[src/hw/rtl/css_color_string_parser_unit_macros.svh]
// Assertion macros shared by the color string parser RTL.
`ifndef CSS_COLOR_STRING_PARSER_UNIT_MACROS_SVH
`define CSS_COLOR_STRING_PARSER_UNIT_MACROS_SVH

// Same-cycle implication, sampled on clk, off during reset.
`define CSSP_ASSERT_NOW(lbl, ante, cons, msg) \
    lbl: assert property (@(posedge clk) disable iff (!rst_n) (ante) |-> (cons)) \
        else $error(msg);

// Next-cycle implication, sampled on clk, off during reset.
`define CSSP_ASSERT_NEXT(lbl, ante, cons, msg) \
    lbl: assert property (@(posedge clk) disable iff (!rst_n) (ante) |=> (cons)) \
        else $error(msg);

`endif

[src/hw/rtl/cssp_pkg.sv]
// Package: types, constants and the named color ROM of the color string parser.
`default_nettype none
package cssp_pkg;

    localparam int MAX_NAME_CHARS_DEF = 20;
    localparam int NAME_COUNT_DEF     = 148;
    localparam int ROM_SIZE           = 148;
    localparam int LABEL_CHARS        = 20;
    localparam int ROM_IDX_W          = 8;
    localparam logic [7:0] CHAR_HASH  = 8'h23;

    typedef struct packed {
        logic [LABEL_CHARS*8-1:0] label;   // right aligned, last char in low byte
        logic [23:0]              rgb;
    } rom_entry_t;

    typedef struct packed {
        logic take;       // store the word's character
        logic load_hex;   // result from the hex accumulator
        logic load_rom;   // result from the current ROM entry
        logic load_bad;   // invalid result
    } cmd_t;

    typedef struct packed {
        logic empty;
        logic overflow;
        logic hash;
        logic hex_ok;
        logic match;
    } status_t;

    function automatic logic [7:0] fold(input logic [7:0] c);
        fold = (c >= 8'h41 && c <= 8'h5A) ? c + 8'd32 : c;
    endfunction

    function automatic rom_entry_t rom_entry(input logic [ROM_IDX_W-1:0] idx);
        rom_entry_t e;
        case (idx)
            8'd0:   e = '{"aliceblue", 24'hf0f8ff};
            8'd1:   e = '{"antiquewhite", 24'hfaebd7};
            8'd2:   e = '{"aqua", 24'h00ffff};
            8'd3:   e = '{"aquamarine", 24'h7fffd4};
            8'd4:   e = '{"azure", 24'hf0ffff};
            8'd5:   e = '{"beige", 24'hf5f5dc};
            8'd6:   e = '{"bisque", 24'hffe4c4};
            8'd7:   e = '{"black", 24'h000000};
            8'd8:   e = '{"blanchedalmond", 24'hffebcd};
            8'd9:   e = '{"blue", 24'h0000ff};
            8'd10:  e = '{"blueviolet", 24'h8a2be2};
            8'd11:  e = '{"brown", 24'ha52a2a};
            8'd12:  e = '{"burlywood", 24'hdeb887};
            8'd13:  e = '{"cadetblue", 24'h5f9ea0};
            8'd14:  e = '{"chartreuse", 24'h7fff00};
            8'd15:  e = '{"chocolate", 24'hd2691e};
            8'd16:  e = '{"coral", 24'hff7f50};
            8'd17:  e = '{"cornflowerblue", 24'h6495ed};
            8'd18:  e = '{"cornsilk", 24'hfff8dc};
            8'd19:  e = '{"crimson", 24'hdc143c};
            8'd20:  e = '{"cyan", 24'h00ffff};
            8'd21:  e = '{"darkblue", 24'h00008b};
            8'd22:  e = '{"darkcyan", 24'h008b8b};
            8'd23:  e = '{"darkgoldenrod", 24'hb8860b};
            8'd24:  e = '{"darkgray", 24'ha9a9a9};
            8'd25:  e = '{"darkgreen", 24'h006400};
            8'd26:  e = '{"darkgrey", 24'ha9a9a9};
            8'd27:  e = '{"darkkhaki", 24'hbdb76b};
            8'd28:  e = '{"darkmagenta", 24'h8b008b};
            8'd29:  e = '{"darkolivegreen", 24'h556b2f};
            8'd30:  e = '{"darkorange", 24'hff8c00};
            8'd31:  e = '{"darkorchid", 24'h9932cc};
            8'd32:  e = '{"darkred", 24'h8b0000};
            8'd33:  e = '{"darksalmon", 24'he9967a};
            8'd34:  e = '{"darkseagreen", 24'h8fbc8f};
            8'd35:  e = '{"darkslateblue", 24'h483d8b};
            8'd36:  e = '{"darkslategray", 24'h2f4f4f};
            8'd37:  e = '{"darkslategrey", 24'h2f4f4f};
            8'd38:  e = '{"darkturquoise", 24'h00ced1};
            8'd39:  e = '{"darkviolet", 24'h9400d3};
            8'd40:  e = '{"deeppink", 24'hff1493};
            8'd41:  e = '{"deepskyblue", 24'h00bfff};
            8'd42:  e = '{"dimgray", 24'h696969};
            8'd43:  e = '{"dimgrey", 24'h696969};
            8'd44:  e = '{"dodgerblue", 24'h1e90ff};
            8'd45:  e = '{"firebrick", 24'hb22222};
            8'd46:  e = '{"floralwhite", 24'hfffaf0};
            8'd47:  e = '{"forestgreen", 24'h228b22};
            8'd48:  e = '{"fuchsia", 24'hff00ff};
            8'd49:  e = '{"gainsboro", 24'hdcdcdc};
            8'd50:  e = '{"ghostwhite", 24'hf8f8ff};
            8'd51:  e = '{"gold", 24'hffd700};
            8'd52:  e = '{"goldenrod", 24'hdaa520};
            8'd53:  e = '{"gray", 24'h808080};
            8'd54:  e = '{"green", 24'h008000};
            8'd55:  e = '{"greenyellow", 24'hadff2f};
            8'd56:  e = '{"grey", 24'h808080};
            8'd57:  e = '{"honeydew", 24'hf0fff0};
            8'd58:  e = '{"hotpink", 24'hff69b4};
            8'd59:  e = '{"indianred", 24'hcd5c5c};
            8'd60:  e = '{"indigo", 24'h4b0082};
            8'd61:  e = '{"ivory", 24'hfffff0};
            8'd62:  e = '{"khaki", 24'hf0e68c};
            8'd63:  e = '{"lavender", 24'he6e6fa};
            8'd64:  e = '{"lavenderblush", 24'hfff0f5};
            8'd65:  e = '{"lawngreen", 24'h7cfc00};
            8'd66:  e = '{"lemonchiffon", 24'hfffacd};
            8'd67:  e = '{"lightblue", 24'hadd8e6};
            8'd68:  e = '{"lightcoral", 24'hf08080};
            8'd69:  e = '{"lightcyan", 24'he0ffff};
            8'd70:  e = '{"lightgoldenrodyellow", 24'hfafad2};
            8'd71:  e = '{"lightgray", 24'hd3d3d3};
            8'd72:  e = '{"lightgreen", 24'h90ee90};
            8'd73:  e = '{"lightgrey", 24'hd3d3d3};
            8'd74:  e = '{"lightpink", 24'hffb6c1};
            8'd75:  e = '{"lightsalmon", 24'hffa07a};
            8'd76:  e = '{"lightseagreen", 24'h20b2aa};
            8'd77:  e = '{"lightskyblue", 24'h87cefa};
            8'd78:  e = '{"lightslategray", 24'h778899};
            8'd79:  e = '{"lightslategrey", 24'h778899};
            8'd80:  e = '{"lightsteelblue", 24'hb0c4de};
            8'd81:  e = '{"lightyellow", 24'hffffe0};
            8'd82:  e = '{"lime", 24'h00ff00};
            8'd83:  e = '{"limegreen", 24'h32cd32};
            8'd84:  e = '{"linen", 24'hfaf0e6};
            8'd85:  e = '{"magenta", 24'hff00ff};
            8'd86:  e = '{"maroon", 24'h800000};
            8'd87:  e = '{"mediumaquamarine", 24'h66cdaa};
            8'd88:  e = '{"mediumblue", 24'h0000cd};
            8'd89:  e = '{"mediumorchid", 24'hba55d3};
            8'd90:  e = '{"mediumpurple", 24'h9370db};
            8'd91:  e = '{"mediumseagreen", 24'h3cb371};
            8'd92:  e = '{"mediumslateblue", 24'h7b68ee};
            8'd93:  e = '{"mediumspringgreen", 24'h00fa9a};
            8'd94:  e = '{"mediumturquoise", 24'h48d1cc};
            8'd95:  e = '{"mediumvioletred", 24'hc71585};
            8'd96:  e = '{"midnightblue", 24'h191970};
            8'd97:  e = '{"mintcream", 24'hf5fffa};
            8'd98:  e = '{"mistyrose", 24'hffe4e1};
            8'd99:  e = '{"moccasin", 24'hffe4b5};
            8'd100: e = '{"navajowhite", 24'hffdead};
            8'd101: e = '{"navy", 24'h000080};
            8'd102: e = '{"oldlace", 24'hfdf5e6};
            8'd103: e = '{"olive", 24'h808000};
            8'd104: e = '{"olivedrab", 24'h6b8e23};
            8'd105: e = '{"orange", 24'hffa500};
            8'd106: e = '{"orangered", 24'hff4500};
            8'd107: e = '{"orchid", 24'hda70d6};
            8'd108: e = '{"palegoldenrod", 24'heee8aa};
            8'd109: e = '{"palegreen", 24'h98fb98};
            8'd110: e = '{"paleturquoise", 24'hafeeee};
            8'd111: e = '{"palevioletred", 24'hdb7093};
            8'd112: e = '{"papayawhip", 24'hffefd5};
            8'd113: e = '{"peachpuff", 24'hffdab9};
            8'd114: e = '{"peru", 24'hcd853f};
            8'd115: e = '{"pink", 24'hffc0cb};
            8'd116: e = '{"plum", 24'hdda0dd};
            8'd117: e = '{"powderblue", 24'hb0e0e6};
            8'd118: e = '{"purple", 24'h800080};
            8'd119: e = '{"rebeccapurple", 24'h663399};
            8'd120: e = '{"red", 24'hff0000};
            8'd121: e = '{"rosybrown", 24'hbc8f8f};
            8'd122: e = '{"royalblue", 24'h4169e1};
            8'd123: e = '{"saddlebrown", 24'h8b4513};
            8'd124: e = '{"salmon", 24'hfa8072};
            8'd125: e = '{"sandybrown", 24'hf4a460};
            8'd126: e = '{"seagreen", 24'h2e8b57};
            8'd127: e = '{"seashell", 24'hfff5ee};
            8'd128: e = '{"sienna", 24'ha0522d};
            8'd129: e = '{"silver", 24'hc0c0c0};
            8'd130: e = '{"skyblue", 24'h87ceeb};
            8'd131: e = '{"slateblue", 24'h6a5acd};
            8'd132: e = '{"slategray", 24'h708090};
            8'd133: e = '{"slategrey", 24'h708090};
            8'd134: e = '{"snow", 24'hfffafa};
            8'd135: e = '{"springgreen", 24'h00ff7f};
            8'd136: e = '{"steelblue", 24'h4682b4};
            8'd137: e = '{"tan", 24'hd2b48c};
            8'd138: e = '{"teal", 24'h008080};
            8'd139: e = '{"thistle", 24'hd8bfd8};
            8'd140: e = '{"tomato", 24'hff6347};
            8'd141: e = '{"turquoise", 24'h40e0d0};
            8'd142: e = '{"violet", 24'hee82ee};
            8'd143: e = '{"wheat", 24'hf5deb3};
            8'd144: e = '{"white", 24'hffffff};
            8'd145: e = '{"whitesmoke", 24'hf5f5f5};
            8'd146: e = '{"yellow", 24'hffff00};
            8'd147: e = '{"yellowgreen", 24'h9acd32};
            default: e = '0;   // empty label matches nothing
        endcase
        rom_entry = e;
    endfunction

endpackage
`default_nettype wire

[src/hw/rtl/cssp_controller.sv]
// Controller: character intake, end-of-string decision and ROM sweep.
`default_nettype none
module cssp_controller #(
    parameter int NAME_COUNT = cssp_pkg::NAME_COUNT_DEF
) (
    input  wire logic                            clk,
    input  wire logic                            rst_n,
    input  wire logic                            in_valid,
    input  wire logic                            has_char,
    input  wire logic                            last,
    output logic                                 in_ready,
    output logic                                 out_valid,
    input  wire logic                            out_ready,
    input  wire cssp_pkg::status_t               status,
    output cssp_pkg::cmd_t                       cmd,
    output logic [cssp_pkg::ROM_IDX_W-1:0]       rom_idx
);
    localparam int IW = (NAME_COUNT > 1) ? $clog2(NAME_COUNT) : 1;

    typedef enum logic [1:0] {S_IDLE, S_DECIDE, S_SEARCH, S_RESULT} state_t;

    state_t        state_reg, state_next;
    logic [IW-1:0] idx_reg, idx_next;
    logic          acc_in;
    logic          idx_end;

    assign acc_in  = in_valid && in_ready;
    assign idx_end = (idx_reg == IW'(NAME_COUNT - 1));

    always_comb
    begin
        state_next   = state_reg;
        idx_next     = idx_reg;
        cmd          = '0;
        cmd.take     = acc_in && has_char;
        case (state_reg)
            S_IDLE:
            begin
                if (acc_in && last)
                    state_next = S_DECIDE;
            end
            S_DECIDE:
            begin
                idx_next = '0;
                if (status.empty || status.overflow)
                begin
                    cmd.load_bad = 1'b1;
                    state_next   = S_RESULT;
                end
                else if (status.hash)
                begin
                    cmd.load_hex = status.hex_ok;
                    cmd.load_bad = !status.hex_ok;
                    state_next   = S_RESULT;
                end
                else
                    state_next = S_SEARCH;
            end
            S_SEARCH:
            begin
                if (status.match)
                begin
                    cmd.load_rom = 1'b1;
                    state_next   = S_RESULT;
                end
                else if (idx_end)
                begin
                    cmd.load_bad = 1'b1;
                    state_next   = S_RESULT;
                end
                else
                    idx_next = idx_reg + IW'(1);
            end
            S_RESULT:
            begin
                if (out_ready)
                    state_next = S_IDLE;
            end
            default: state_next = S_IDLE;
        endcase
    end

    always_ff @(posedge clk or negedge rst_n)
    begin
        if (!rst_n)
        begin
            state_reg <= S_IDLE;
            idx_reg   <= '0;
        end
        else
        begin
            state_reg <= state_next;
            idx_reg   <= idx_next;
        end
    end

    assign in_ready  = (state_reg == S_IDLE);
    assign out_valid = (state_reg == S_RESULT);
    assign rom_idx   = cssp_pkg::ROM_IDX_W'(idx_reg);

`include "css_color_string_parser_unit_macros.svh"

    `CSSP_ASSERT_NOW(a_no_overlap, in_ready, !out_valid, "intake open while result pending")
    `CSSP_ASSERT_NEXT(a_result_drains, out_valid && out_ready, in_ready, "no return to intake")
    `CSSP_ASSERT_NOW(a_one_load, 1'b1, $countones({cmd.load_hex, cmd.load_rom, cmd.load_bad}) <= 1,
                     "conflicting result loads")
    `CSSP_ASSERT_NEXT(a_last_decides, acc_in && last, state_reg == S_DECIDE,
                      "end of string not taken")

endmodule
`default_nettype wire

[config.mk]
export PLATFORM = sky130hd
export DESIGN_NAME = cssp_controller
export DESIGN_NICKNAME = d
export VERILOG_FILES = /design/src/hw/rtl/cssp_pkg.sv /design/src/hw/rtl/cssp_controller.sv
export VERILOG_INCLUDE_DIRS = /design/src /design/src/hw/rtl
export SDC_FILE = /design/constraint.sdc
export NUM_CORES = 1
export LEC_CHECK = 0
export ABC_CLOCK_PERIOD_IN_PS = 1940
export BUFFER_PORTS_ARGS = -buffer_cell sky130_fd_sc_hd__buf_2
export CORE_UTILIZATION = 45
export DETAILED_ROUTE_END_ITERATION = 12
export PLACE_DENSITY = 0.74
export RECOVER_POWER = 100
export SYNTH_ARGS = -nofsm -noshare
export SYNTH_HDL_FRONTEND = slang
export SYNTH_SLANG_ARGS = --single-unit
[constraint.sdc]
create_clock -name clk -period 1.94 [get_ports clk]
set_input_delay 0 -clock clk [delete_from_list [all_inputs] [get_ports clk]]
set_output_delay 0 -clock clk [all_outputs]
set_load 0.03 [all_outputs]
* Word-level counts from Yosys, hierarchy flattened
Index checks and enable logic that the tools add are counted.
** Word-level totals
- Bits in registers :: 10
- Output and inout bits :: 14
** Cells by class
- Add/subtract/negate cells :: 1
- Equality and inequality tests :: 9
- Multiplexer cells :: 20
- Reductions and logical operators :: 9
** Operators by type and width (number)
- $mux 8 :: 2
- $pmux 8 s2 :: 1
- $mux 1 :: 10
- $mux 2 :: 5
- $add 8x1->8 const B :: 1
- $eq 8x8->1 const B :: 1
- $pmux 2 s4 :: 1
- $reduce_and 3->1 :: 2
- $eq 2x2->1 const B :: 2
- $ne 2x1->1 const B :: 2
- $ne 2x2->1 const B :: 2
- $logic_and 1x1->1 :: 3
- $ne 3x3->1 const B :: 1
- $eq 2x1->1 const B :: 1
- $logic_not 2->1 :: 1
- $pmux 1 s2 :: 1
- $reduce_bool 2->1 :: 1
- $logic_not 1->1 :: 1
- $logic_or 1x1->1 :: 1

* Longest topological paths before layout
Gate-level depths: netlist (run 1).
- Depth in word-level cells :: 5
- Mapped depth :: 6
- Depth with buffers taken out :: 6

* Least setup slack after synthesis (run 1)
OpenSTA, ideal clock, no wires.
- Path type :: reg-to-reg
- Start :: register idx_reg[4], in the netlist rom_idx[4]
- End :: register state_reg[1]
- Library setup time :: 0.125 ns
- Arrival time :: 1.572 ns
- Required time :: 1.815 ns
- Path slack :: 0.243 ns
- Cell stages (with the launch flop) :: 5
- Path buffers :: 0
- Cells stage by stage :: dfrtp_1 > nor3b_4 > a41oi_4 > a211oi_2 > mux2_2
** Between the ends
- Word-level cells in the longest chain between the ends :: 3
** RTL lines
- start, declared :: line cssp_controller.sv:23 : logic [IW-1:0] idx_reg, idx_next;
- start signal, assigned :: line cssp_controller.sv:93 : idx_reg <= idx_next;
- $eq 8x8->1 :: line cssp_controller.sv:28 : assign idx_end = (idx_reg == IW'(NAME_COUNT - 1));
- $ne 3x3->1 (no line)
- $reduce_and 3->1 (no line)
- end signal, assigned :: line cssp_controller.sv:92 : state_reg <= state_next;
- end, declared :: line cssp_controller.sv:22 : state_t state_reg, state_next;
Every way passes these cells.
A chain may end at the register's enable or synchronous reset.

==> results of run 1 <==
-- layer usage --
layer	global-route usage (%)	part of all wire, %	up-vias
li1	-	-	314
met1	24.3	44	314
met2	27.3	49	20
met3	9.78	5.8	4
met4	4.84	0.67	0
met5	0	0	-
-- through the flow --
step	instances	setup WS [ns]	area, um2	power (mW)
2_1_floorplan	68	0.243	693	0.740
3_3_place_gp	107	0.236	832	0.874
3_5_place_dp	107	0.173	832	0.889
4_1_cts	112	0.116	878	1.08
5_1_grt	112	0.00548	860	1.14
6_report	112	0.175	860	1.06
-- where the power goes --
part	total (mW)	internal [mW]	switching, mW	leakage, nW
registers	0.308	0.254	0.0539	0.133
logic	0.571	0.214	0.357	0.241
clock network	0.182	0.114	0.0684	0.0210
total	1.06	0.583	0.479	0.396
-- placed cells by master (no fill, tap or decap), types with 2 or more instances in the layout --
master and n:
sky130_fd_sc_hd__nand3_1 3, sky130_fd_sc_hd__and2_1 2, sky130_fd_sc_hd__o31ai_1 3, sky130_fd_sc_hd__mux2i_1 2
sky130_fd_sc_hd__buf_2 9, sky130_fd_sc_hd__nand4_1 2, sky130_fd_sc_hd__nand2b_1 2, sky130_fd_sc_hd__dfrtp_1 10
sky130_fd_sc_hd__ha_1 4, sky130_fd_sc_hd__nand2_1 8, sky130_fd_sc_hd__mux2_2 2, sky130_fd_sc_hd__clkbuf_1 14
sky130_fd_sc_hd__nor3_1 2, sky130_fd_sc_hd__o21ai_0 3, sky130_fd_sc_hd__nor2_1 2, sky130_fd_sc_hd__clkbuf_4 4
sky130_fd_sc_hd__inv_1 3
-- layout make-up --
cell class | count | area, um2 | share of cell area, %
clock buffer | 4 | 36.3 | 4.22
inverter | 3 | 11.3 | 1.31
multi-input combinational | 55 | 428 | 49.8
sequential | 10 | 250 | 29.1
tap | 15 | 18.8 | 2.18
timing repair buffer | 25 | 115 | 13.4
-- worst reg2reg max path, cell delays in order, from the launching register on --
cell                      delay (ns)
sky130_fd_sc_hd__dfrtp_1        0.41
sky130_fd_sc_hd__inv_1          0.12
sky130_fd_sc_hd__ha_2           0.23
sky130_fd_sc_hd__and2b_1        0.17
sky130_fd_sc_hd__nand4_1        0.22
sky130_fd_sc_hd__o211a_1        0.27
sky130_fd_sc_hd__a211o_1        0.23
-- worst max path at each step --
stage | depth (start not counted) | slack, ns | end
floorplan | 4 | 0.24 | state_reg[1]$_DFFE_PN0P_
global route | 7 | 0.005 | cmd[0]
global placement | 6 | 0.24 | rom_idx[5]$_DFFE_PN0P_
finish | 7 | 0.18 | cmd[0]
CTS | 7 | 0.12 | cmd[0]
detailed placement | 6 | 0.17 | rom_idx[5]$_DFFE_PN0P_
-- kinds of logic after synthesis --
family | count (synthesis) | synth area share, %
AOI/OAI and AO/OA | 16 | 21.3
xor gates and xnor gates | 1 | 1.26
adders and majority gates | 5 | 9.03
buffers and inverters | 3 | 1.62
DFF | 10 | 36.1
muxes | 4 | 6.14
and+or+nand+nor | 29 | 24.6
-- timing repair --
item / 4_1_cts / 5_1_grt
buffers inserted: 0 / 0
hold buffers: 1 / 0
resized for setup: 0 / 2
hold endpoints to repair: 10 / 0
setup endpoints to repair: 0 / 1
==> flow_summary.ini, run 1 <==
[setup_path]
worst_r2r_endpoint = rom_idx[5]$_DFFE_PN0P_
crit_family = flip-flops
crit_arrival_ns = 1.76
critPathLaunchType = flop
worst_path_max_delay_cell = sky130_fd_sc_hd__dfrtp_1
crit-reg2reg-launch = state_reg[0]$_DFFE_PN0P_
ff_to_ff_path_depth = 6
cp_slowest_stage_delay_ns = 0.41
reg2reg_slack_ns = 0.18
cp_cell_sequence = inv_1 > ha_2 > and2b_1 > nand2_1 > o21ai_0 > and2_1 > clkbuf_4
timing_worst_setup_path_type = flop to primary output
worstPathMaxFanout = 6
timing.critical_path.to_type = primary output
critical_path_buf_inv_count = 2
cp.required_ns = 1.94
crit_path_start = state_reg[0]$_DFFE_PN0P_

[placement]
place_hpwl_um = 1210
place_congestion = 0.833
placement.io_buffers = 24

[floorplan]
die_x_um = 41.2
coreArea_mm2 = 0.00137
design.die.area_mm2 = 0.00170
die_h_um = 41.2
row_count = 13
pin_count = 25
start_util_pct = 50.7

[clock_network]
latest_clock_arrival_within_the_worst_skew_pair_ns = 0.26
tritoncts = built
clk_pin_slew_worst_paths_ns = 0.06
cts.root.buffer_cell = sky130_fd_sc_hd__clkbuf_4
max-clock-path-buffers = 2
ctsHtreeMaxLevel = 1
numCtsBuffers = 3
tritoncts_num_sinks = 10

[sta]
slew_headroom_pct = 65.1
finalClockSkew_ns = 0.00319
hold_ws_ns = 0.215
slew_worst_pin_ns = 0.523
grt_setup_unrepaired = false
period_share_pct = 91.0
slew_violations = 0
timing.fmax_mhz = 567
min_clock_period_post_route_ns = 1.76
fin_setup_tns_ns = 0
timing.final.setup_violations = 0
hold_viol = 0

[grt]
vias_in_the_first_global_route = 464
grt_remaining_overflow = 0
grtUsageTotal_pct = 18.8
grt_start_max_net_pins = 11
grt_antenna_before_repair = 0
grt_first_pass_wirelength_um = 1970

[synthesis]
netlist_area_um2 = 693
synth_top_area_share_pct = 36.1
seq_area_frac_synth_pct = 36.1
most_numerous_cell_types_in_the_synthesized_netlist = 10 x sky130_fd_sc_hd__dfrtp_1, 8 x sky130_fd_sc_hd__nand2_1, 5 x sky130_fd_sc_hd__ha_1
ys_seq_elements = 10
synthCells = 68
synth.area.top_cells = sky130_fd_sc_hd__dfrtp_1 36%, sky130_fd_sc_hd__ha_1 9.0%, sky130_fd_sc_hd__nand2_1 4.3%
synth_flop_cell = sky130_fd_sc_hd__dfrtp_1
ys_async_sr_fraction_pct = 100
synth_fp_nets = 84
post_synth_edffs = 0
synth.most_common_cell = sky130_fd_sc_hd__dfrtp_1
yosysWarningCount = 0
synth.distinct_cells = 33
post_synth.cell_area_avg_um2 = 10.2
yosysTopAreaCell = sky130_fd_sc_hd__dfrtp_1

[run]
maxCapViolCount = 0

[min_path]
worst_hold_path_type = input port to asynchronous set/reset pin

[final_layout]
fillers = 130
final_layout_size_suffix_gt1_share_pct = 24.7
layout-area-overhead-vs-synth_pct = 24.0
fin_nets = 114
num_antenna_cells = 0
largest_register_ff_count = 8
utilization_pct = 62.9

[detailed_routing]
drc = 0
detail_route.wirelength_um = 1490
drtAntennaViolNets = 0
drt_iter0_drc = 23
route.detailed.wl_per_inst_um = 13.3
number_of_optimization_iterations_in_the_first_detailed_route_pass = 4
route.detailed.vias_per_inst = 5.82
routed-via-count = 652

[power_and_ir_drop]
vdd.ir_drop.worst_uv = 674
leakagePower_nw = 0.396
p_per_area_mw_per_mm2 = 1240

[status]
result_of_the_run = finished clean
(Power assumes the default switching activity.)
==> inputs of run 2 (changes only) <==
--- a/config.mk
+++ b/config.mk
@@ -6,11 +6,12 @@
 export SDC_FILE = /design/constraint.sdc
 export NUM_CORES = 1
 export LEC_CHECK = 0
+export ABC_AREA = 1
 export ABC_CLOCK_PERIOD_IN_PS = 1940
 export BUFFER_PORTS_ARGS = -buffer_cell sky130_fd_sc_hd__buf_2
 export CORE_UTILIZATION = 45
 export DETAILED_ROUTE_END_ITERATION = 12
-export PLACE_DENSITY = 0.74
+export PLACE_DENSITY = 0.72
 export RECOVER_POWER = 100
 export SYNTH_ARGS = -nofsm -noshare
 export SYNTH_HDL_FRONTEND = slang
==> flow_summary.ini, run 2 <==
[synthesis]
synth.distinct_cells = 20
most_numerous_cell_types_in_the_synthesized_netlist = 31 x sky130_fd_sc_hd__nand2_1, 18 x sky130_fd_sc_hd__inv_1, 12 x sky130_fd_sc_hd__nand3_1
yosysTopAreaCell = sky130_fd_sc_hd__dfrtp_1
seq_area_frac_synth_pct = 31.4
synth_flop_cell = sky130_fd_sc_hd__dfrtp_1
netlist_area_um2 = 797
ys_async_sr_fraction_pct = 100
post_synth_edffs = 0
ys_seq_elements = 10
synth_fp_nets = 129
post_synth.cell_area_avg_um2 = 7.05
synthCells = 113
synth_top_area_share_pct = 31.4
synth.most_common_cell = sky130_fd_sc_hd__nand2_1
yosysWarningCount = 0
synth.area.top_cells = sky130_fd_sc_hd__dfrtp_1 31%, sky130_fd_sc_hd__nand2_1 15%, sky130_fd_sc_hd__inv_1 8.5%

[final_layout]
mostFrequentLayoutCells = 34 x sky130_fd_sc_hd__nand2_1, 19 x sky130_fd_sc_hd__inv_1, 14 x sky130_fd_sc_hd__clkbuf_1
final_layout_size_suffix_gt1_share_pct = 17.6
layout_commonest_cell = sky130_fd_sc_hd__nand2_1
stdcell_count = 158
fin_nets = 159
seq_area_um2 = 250
area_of_combinational_cells_with_multiple_inputs_um2 = 443
layout-area-overhead-vs-synth_pct = 18.1
fillers = 145
utilization_pct = 59.7
largest_register_ff_count = 8
num_antenna_cells = 0

[floorplan]
row_count = 14
design.die.area_mm2 = 0.00194
pin_count = 25
coreArea_mm2 = 0.00158
die_x_um = 44.1
start_util_pct = 50.6
die_h_um = 44.1

[setup_path]
cpMostUsedCell = sky130_fd_sc_hd__inv_1
worstPathMaxFanout = 6
worst_path_max_delay_cell = sky130_fd_sc_hd__dfrtp_1
cp.required_ns = 1.94
cp_slowest_stage_delay_ns = 0.43
cp_cell_sequence = inv_1 > ha_1 > inv_1 > nor2_4 > nand3_1 > a21oi_1 > buf_2
critPathLaunchType = flop
crit_arrival_ns = 1.79
timing.critical_path.to_type = primary output
timing_worst_setup_path_type = flop to primary output

[detailed_routing]
drt_iter0_drc = 21
route.detailed.wl_per_inst_um = 11.1
number_of_optimization_iterations_in_the_first_detailed_route_pass = 6
drc = 0
route.detailed.vias_per_inst = 5.09
routed-via-count = 804
drtAntennaViolNets = 0
detail_route.wirelength_um = 1750

[grt]
grt_first_pass_wirelength_um = 2950
grt_remaining_overflow = 0
grt_antenna_before_repair = 0
vias_in_the_first_global_route = 744
grt_start_max_net_pins = 11
grtUsageTotal_pct = 20.6

[sta]
min_clock_period_post_route_ns = 1.79
grt_setup_unrepaired = false
period_share_pct = 92.5
slew_violations = 0
timing.final.setup_violations = 0
finalClockSkew_ns = 0.00388
slew_headroom_pct = 62.2
fin_setup_tns_ns = 0
timing.fmax_mhz = 557
slew_worst_pin_ns = 0.568
final_critical_path_setup_slack_ns = 0.145
hold_viol = 0

[placement]
place.detailed.instances = 153
place_hpwl_um = 1360
place_congestion = 0.924
placement.setup.worst_slack_ns = 0.477
placement.io_buffers = 24

[clock_network]
numCtsBuffers = 3
tritoncts = built
cts.root.buffer_cell = sky130_fd_sc_hd__clkbuf_4
tritoncts_num_sinks = 10
ctsHtreeMaxLevel = 1
cts.repair_timing.setup_buffer_count = 0
max-clock-path-buffers = 2
latest_clock_arrival_within_the_worst_skew_pair_ns = 0.27
clk_pin_slew_worst_paths_ns = 0.08

[power_and_ir_drop]
p_per_area_mw_per_mm2 = 1120
vdd.ir_drop.worst_uv = 718
leakagePower_nw = 0.483

[status]
result_of_the_run = finished clean

[run]
maxCapViolCount = 0

[min_path]
worst_hold_path_type = input port to flop
[run 2: logic make-up after synthesis]
kind of cell | Yosys count | share of synthesized area (%)
DFF | 10 | 31.4
buffers and inverters | 21 | 9.89
and+or+nand+nor | 65 | 42.5
adders and majority gates | 5 | 7.85
AOI/OAI and AO/OA | 12 | 8.32
[run 2: worst max-delay path: cells and delay by family, from the launching register on]
kind / cells / cell delay, ns
DFF: 1 / 0.43
adders and majority gates: 1 / 0.18
buffers and inverters: 3 / 0.45
AOI/OAI and AO/OA: 1 / 0.15
and+or+nand+nor: 2 / 0.31
[run 2: per-layer routing]
metal | routed length (um) | up-vias | global-route usage [%]
li1 | - | 412 | -
met1 | 801 | 367 | 26.0
met2 | 851 | 21 | 32.9
met3 | 54 | 4 | 4.08
met4 | 39 | 0 | 11.5
met5 | 0 | - | 0
[run 2: final timing paths]
check                                           endpoint  slack (ns)  cells after the start                      from
worst max-delay path                              cmd[0]        0.15                      7  state_reg[0]$_DFFE_PN0P_
worst max register to register    rom_idx[4]$_DFFE_PN0P_        0.30                      6  state_reg[0]$_DFFE_PN0P_
worst min register to register    rom_idx[6]$_DFFE_PN0P_        0.58                      2    rom_idx[6]$_DFFE_PN0P_
max in group asynchronous       state_reg[1]$_DFFE_PN0P_        1.34                      2                     rst_n
min in group asynchronous         rom_idx[2]$_DFFE_PN0P_        0.23                      2                     rst_n
worst min-delay path              rom_idx[1]$_DFFE_PN0P_        0.08                      4                 status[0]
[run 2: report_power, final]
part           leakage [nW]  internal, mW  total, mW  switching [mW]
registers             0.134         0.250      0.304          0.0544
logic                 0.328         0.160      0.556           0.396
clock network        0.0210         0.114      0.198          0.0835
[run 2: repair_timing]
| action | CTS | global route |
|---|---|---|
| gates resized for setup | 0 | 0 |
| endpoints found under the hold margin | 10 | 0 |
| hold buffers | 1 | 0 |
[run 2: layout make-up]
cell class	instances	share of cell area, %
multi-input combinational	82	47.1
sequential	10	26.6
timing repair buffer	25	12.0
inverter	21	8.38
clock buffer	4	3.86
tap	16	2.13
[run 2: through the flow]
step           power (mW)  cell area, um2  hold slack [ns]
2_1_floorplan       0.795             797           -0.296
3_3_place_gp        0.920             937           -0.127
3_5_place_dp        0.931             937           -0.121
4_1_cts              1.13             983           0.0740
5_1_grt              1.15             941           0.0938
6_report             1.06             941           0.0777
==> inputs of run 3 (changes only) <==
--- a/config.mk
+++ b/config.mk
@@ -9,6 +9,7 @@
 export ABC_AREA = 1
 export ABC_CLOCK_PERIOD_IN_PS = 1940
 export BUFFER_PORTS_ARGS = -buffer_cell sky130_fd_sc_hd__buf_2
+export CORE_ASPECT_RATIO = 1.2
 export CORE_UTILIZATION = 45
 export DETAILED_ROUTE_END_ITERATION = 12
 export PLACE_DENSITY = 0.72
==> flow_summary.ini, run 3 (synthesis results as in run 2) <==
[floorplan]
die_h_um = 48.1
pin_count = 25
design.die.area_mm2 = 0.00194
coreArea_mm2 = 0.00164
die_x_um = 40.4
row_count = 16
start_util_pct = 48.6

[sta]
hold_viol = 0
hold_ws_ns = 0.0561
period_share_pct = 86.9
slew_violations = 0
slew_headroom_pct = 62.0
final_critical_path_setup_slack_ns = 0.255
timing.final.setup_violations = 0
grt_setup_unrepaired = false
min_clock_period_post_route_ns = 1.69
slew_worst_pin_ns = 0.570
fin_setup_tns_ns = 0
finalClockSkew_ns = 0.00294
timing.fmax_mhz = 593

[final_layout]
layout_commonest_cell = sky130_fd_sc_hd__nand2_1
utilization_pct = 57.5
fin_nets = 159
layout-area-overhead-vs-synth_pct = 18.5
largest_register_ff_count = 8
mostFrequentLayoutCells = 35 x sky130_fd_sc_hd__nand2_1, 18 x sky130_fd_sc_hd__inv_1, 14 x sky130_fd_sc_hd__clkbuf_1
num_antenna_cells = 0
final_layout_size_suffix_gt1_share_pct = 18.3
layout.cell_area.non_filler_um2 = 945
fillers = 178

[grt]
grt_remaining_overflow = 0
grtUsageTotal_pct = 20.4
grt_first_pass_wirelength_um = 2580
grt_antenna_before_repair = 0
grt_start_max_net_pins = 11
vias_in_the_first_global_route = 660

[placement]
placement.io_buffers = 24
placement.setup.worst_slack_ns = 0.485
place_hpwl_um = 1380
detailed_place.area_um2 = 940
place_congestion = 0.818

[clock_network]
tritoncts_num_sinks = 10
tritoncts = built
cts.root.buffer_cell = sky130_fd_sc_hd__clkbuf_4
max-clock-path-buffers = 2
ctsHtreeMaxLevel = 1
cts.repair.resized = 0
cts_hold_buffers = 1
latest_clock_arrival_within_the_worst_skew_pair_ns = 0.27
cts.repair_timing.setup_buffer_count = 0
clk_pin_slew_worst_paths_ns = 0.07
numCtsBuffers = 3

[power_and_ir_drop]
leakagePower_nw = 0.482
p_per_area_mw_per_mm2 = 1140
vdd.ir_drop.worst_uv = 812

[setup_path]
cp.required_ns = 1.94
cp_slowest_stage_delay_ns = 0.44
worst_path_max_delay_cell = sky130_fd_sc_hd__dfrtp_1
critPathLaunchType = flop
timing.critical_path.to_type = primary output
crit_arrival_ns = 1.69
cp_cell_sequence = inv_1 > ha_1 > inv_2 > nor2_4 > nand3_1 > a21oi_1 > clkbuf_2
timing_worst_setup_path_type = flop to primary output
worstPathMaxFanout = 6

[run]
maxCapViolCount = 0

[detailed_routing]
number_of_optimization_iterations_in_the_first_detailed_route_pass = 4
route.detailed.vias_per_inst = 4.95
drtAntennaViolNets = 0
routed-via-count = 792
drc = 0
route.detailed.wl_per_inst_um = 10.7
drt_iter0_drc = 6
detail_route.wirelength_um = 1710

[status]
result_of_the_run = finished clean

[min_path]
worst_hold_path_type = input port to flop
## run 3: cell types whose count changed in the layout (fill, tap and decap cells not counted)
cell / change
sky130_fd_sc_hd__inv_1: -1
sky130_fd_sc_hd__nand2_2: -1
sky130_fd_sc_hd__clkbuf_2: +1
sky130_fd_sc_hd__o21ai_1: +1
sky130_fd_sc_hd__inv_2: +1
sky130_fd_sc_hd__buf_2: -1
sky130_fd_sc_hd__o21ai_0: -2
sky130_fd_sc_hd__nand2_1: +1
sky130_fd_sc_hd__o21ai_2: +1
## run 3: report_power, final
part	internal (mW)	switching (mW)	leakage (nW)	total (mW)
logic	0.173	0.406	0.326	0.579
registers	0.250	0.0574	0.134	0.307
clock network	0.114	0.0761	0.0210	0.190
## run 3: final timing paths
path | start | to | slack [ns] | cells after the start
max in group asynchronous | rst_n | state_reg[1]$_DFFE_PN0P_ | 1.34 | 2
min reg2reg | rom_idx[0]$_DFFE_PN0P_ | rom_idx[0]$_DFFE_PN0P_ | 0.56 | 1
min | status[0] | rom_idx[1]$_DFFE_PN0P_ | 0.06 | 4
min in group asynchronous | rst_n | rom_idx[6]$_DFFE_PN0P_ | 0.23 | 2
max reg2reg | rom_idx[0]$_DFFE_PN0P_ | state_reg[1]$_DFFE_PN0P_ | 0.26 | 8
max | state_reg[0]$_DFFE_PN0P_ | cmd[0] | 0.25 | 7
## run 3: cell type report
cell class / count / area, um2 / area share (%)
multi-input cells: 82 / 444 / 47.0
flip-flops and latches: 10 / 250 / 26.5
repair buffers: 25 / 113 / 11.9
inverters: 21 / 78.8 / 8.34
clock buffers: 4 / 36.3 / 3.84
well taps: 18 / 22.5 / 2.38
## run 3: per-layer routing
layer	global-route usage (%)	vias to the layer above	wire length (um)
li1	-	414	-
met1	23.9	354	740
met5	0	-	0
met2	34.0	20	866
met4	12.0	0	44
met3	4.11	4	56
## run 3: stage by stage
stage	total power, mW	cells
floorplan	0.795	113
finish	1.08	160
detailed placement	0.939	155
global route	1.18	160
CTS	1.13	160
global placement	0.924	155
## run 3: worst max-delay path: cells and delay by family (launching register included)
| kind | cells | cell delay (ns) |
|---|---|---|
| buf+inv | 3 | 0.42 |
| compound gates | 1 | 0.15 |
| simple gates | 2 | 0.22 |
| fa+ha+maj | 1 | 0.19 |
| flops | 1 | 0.44 |
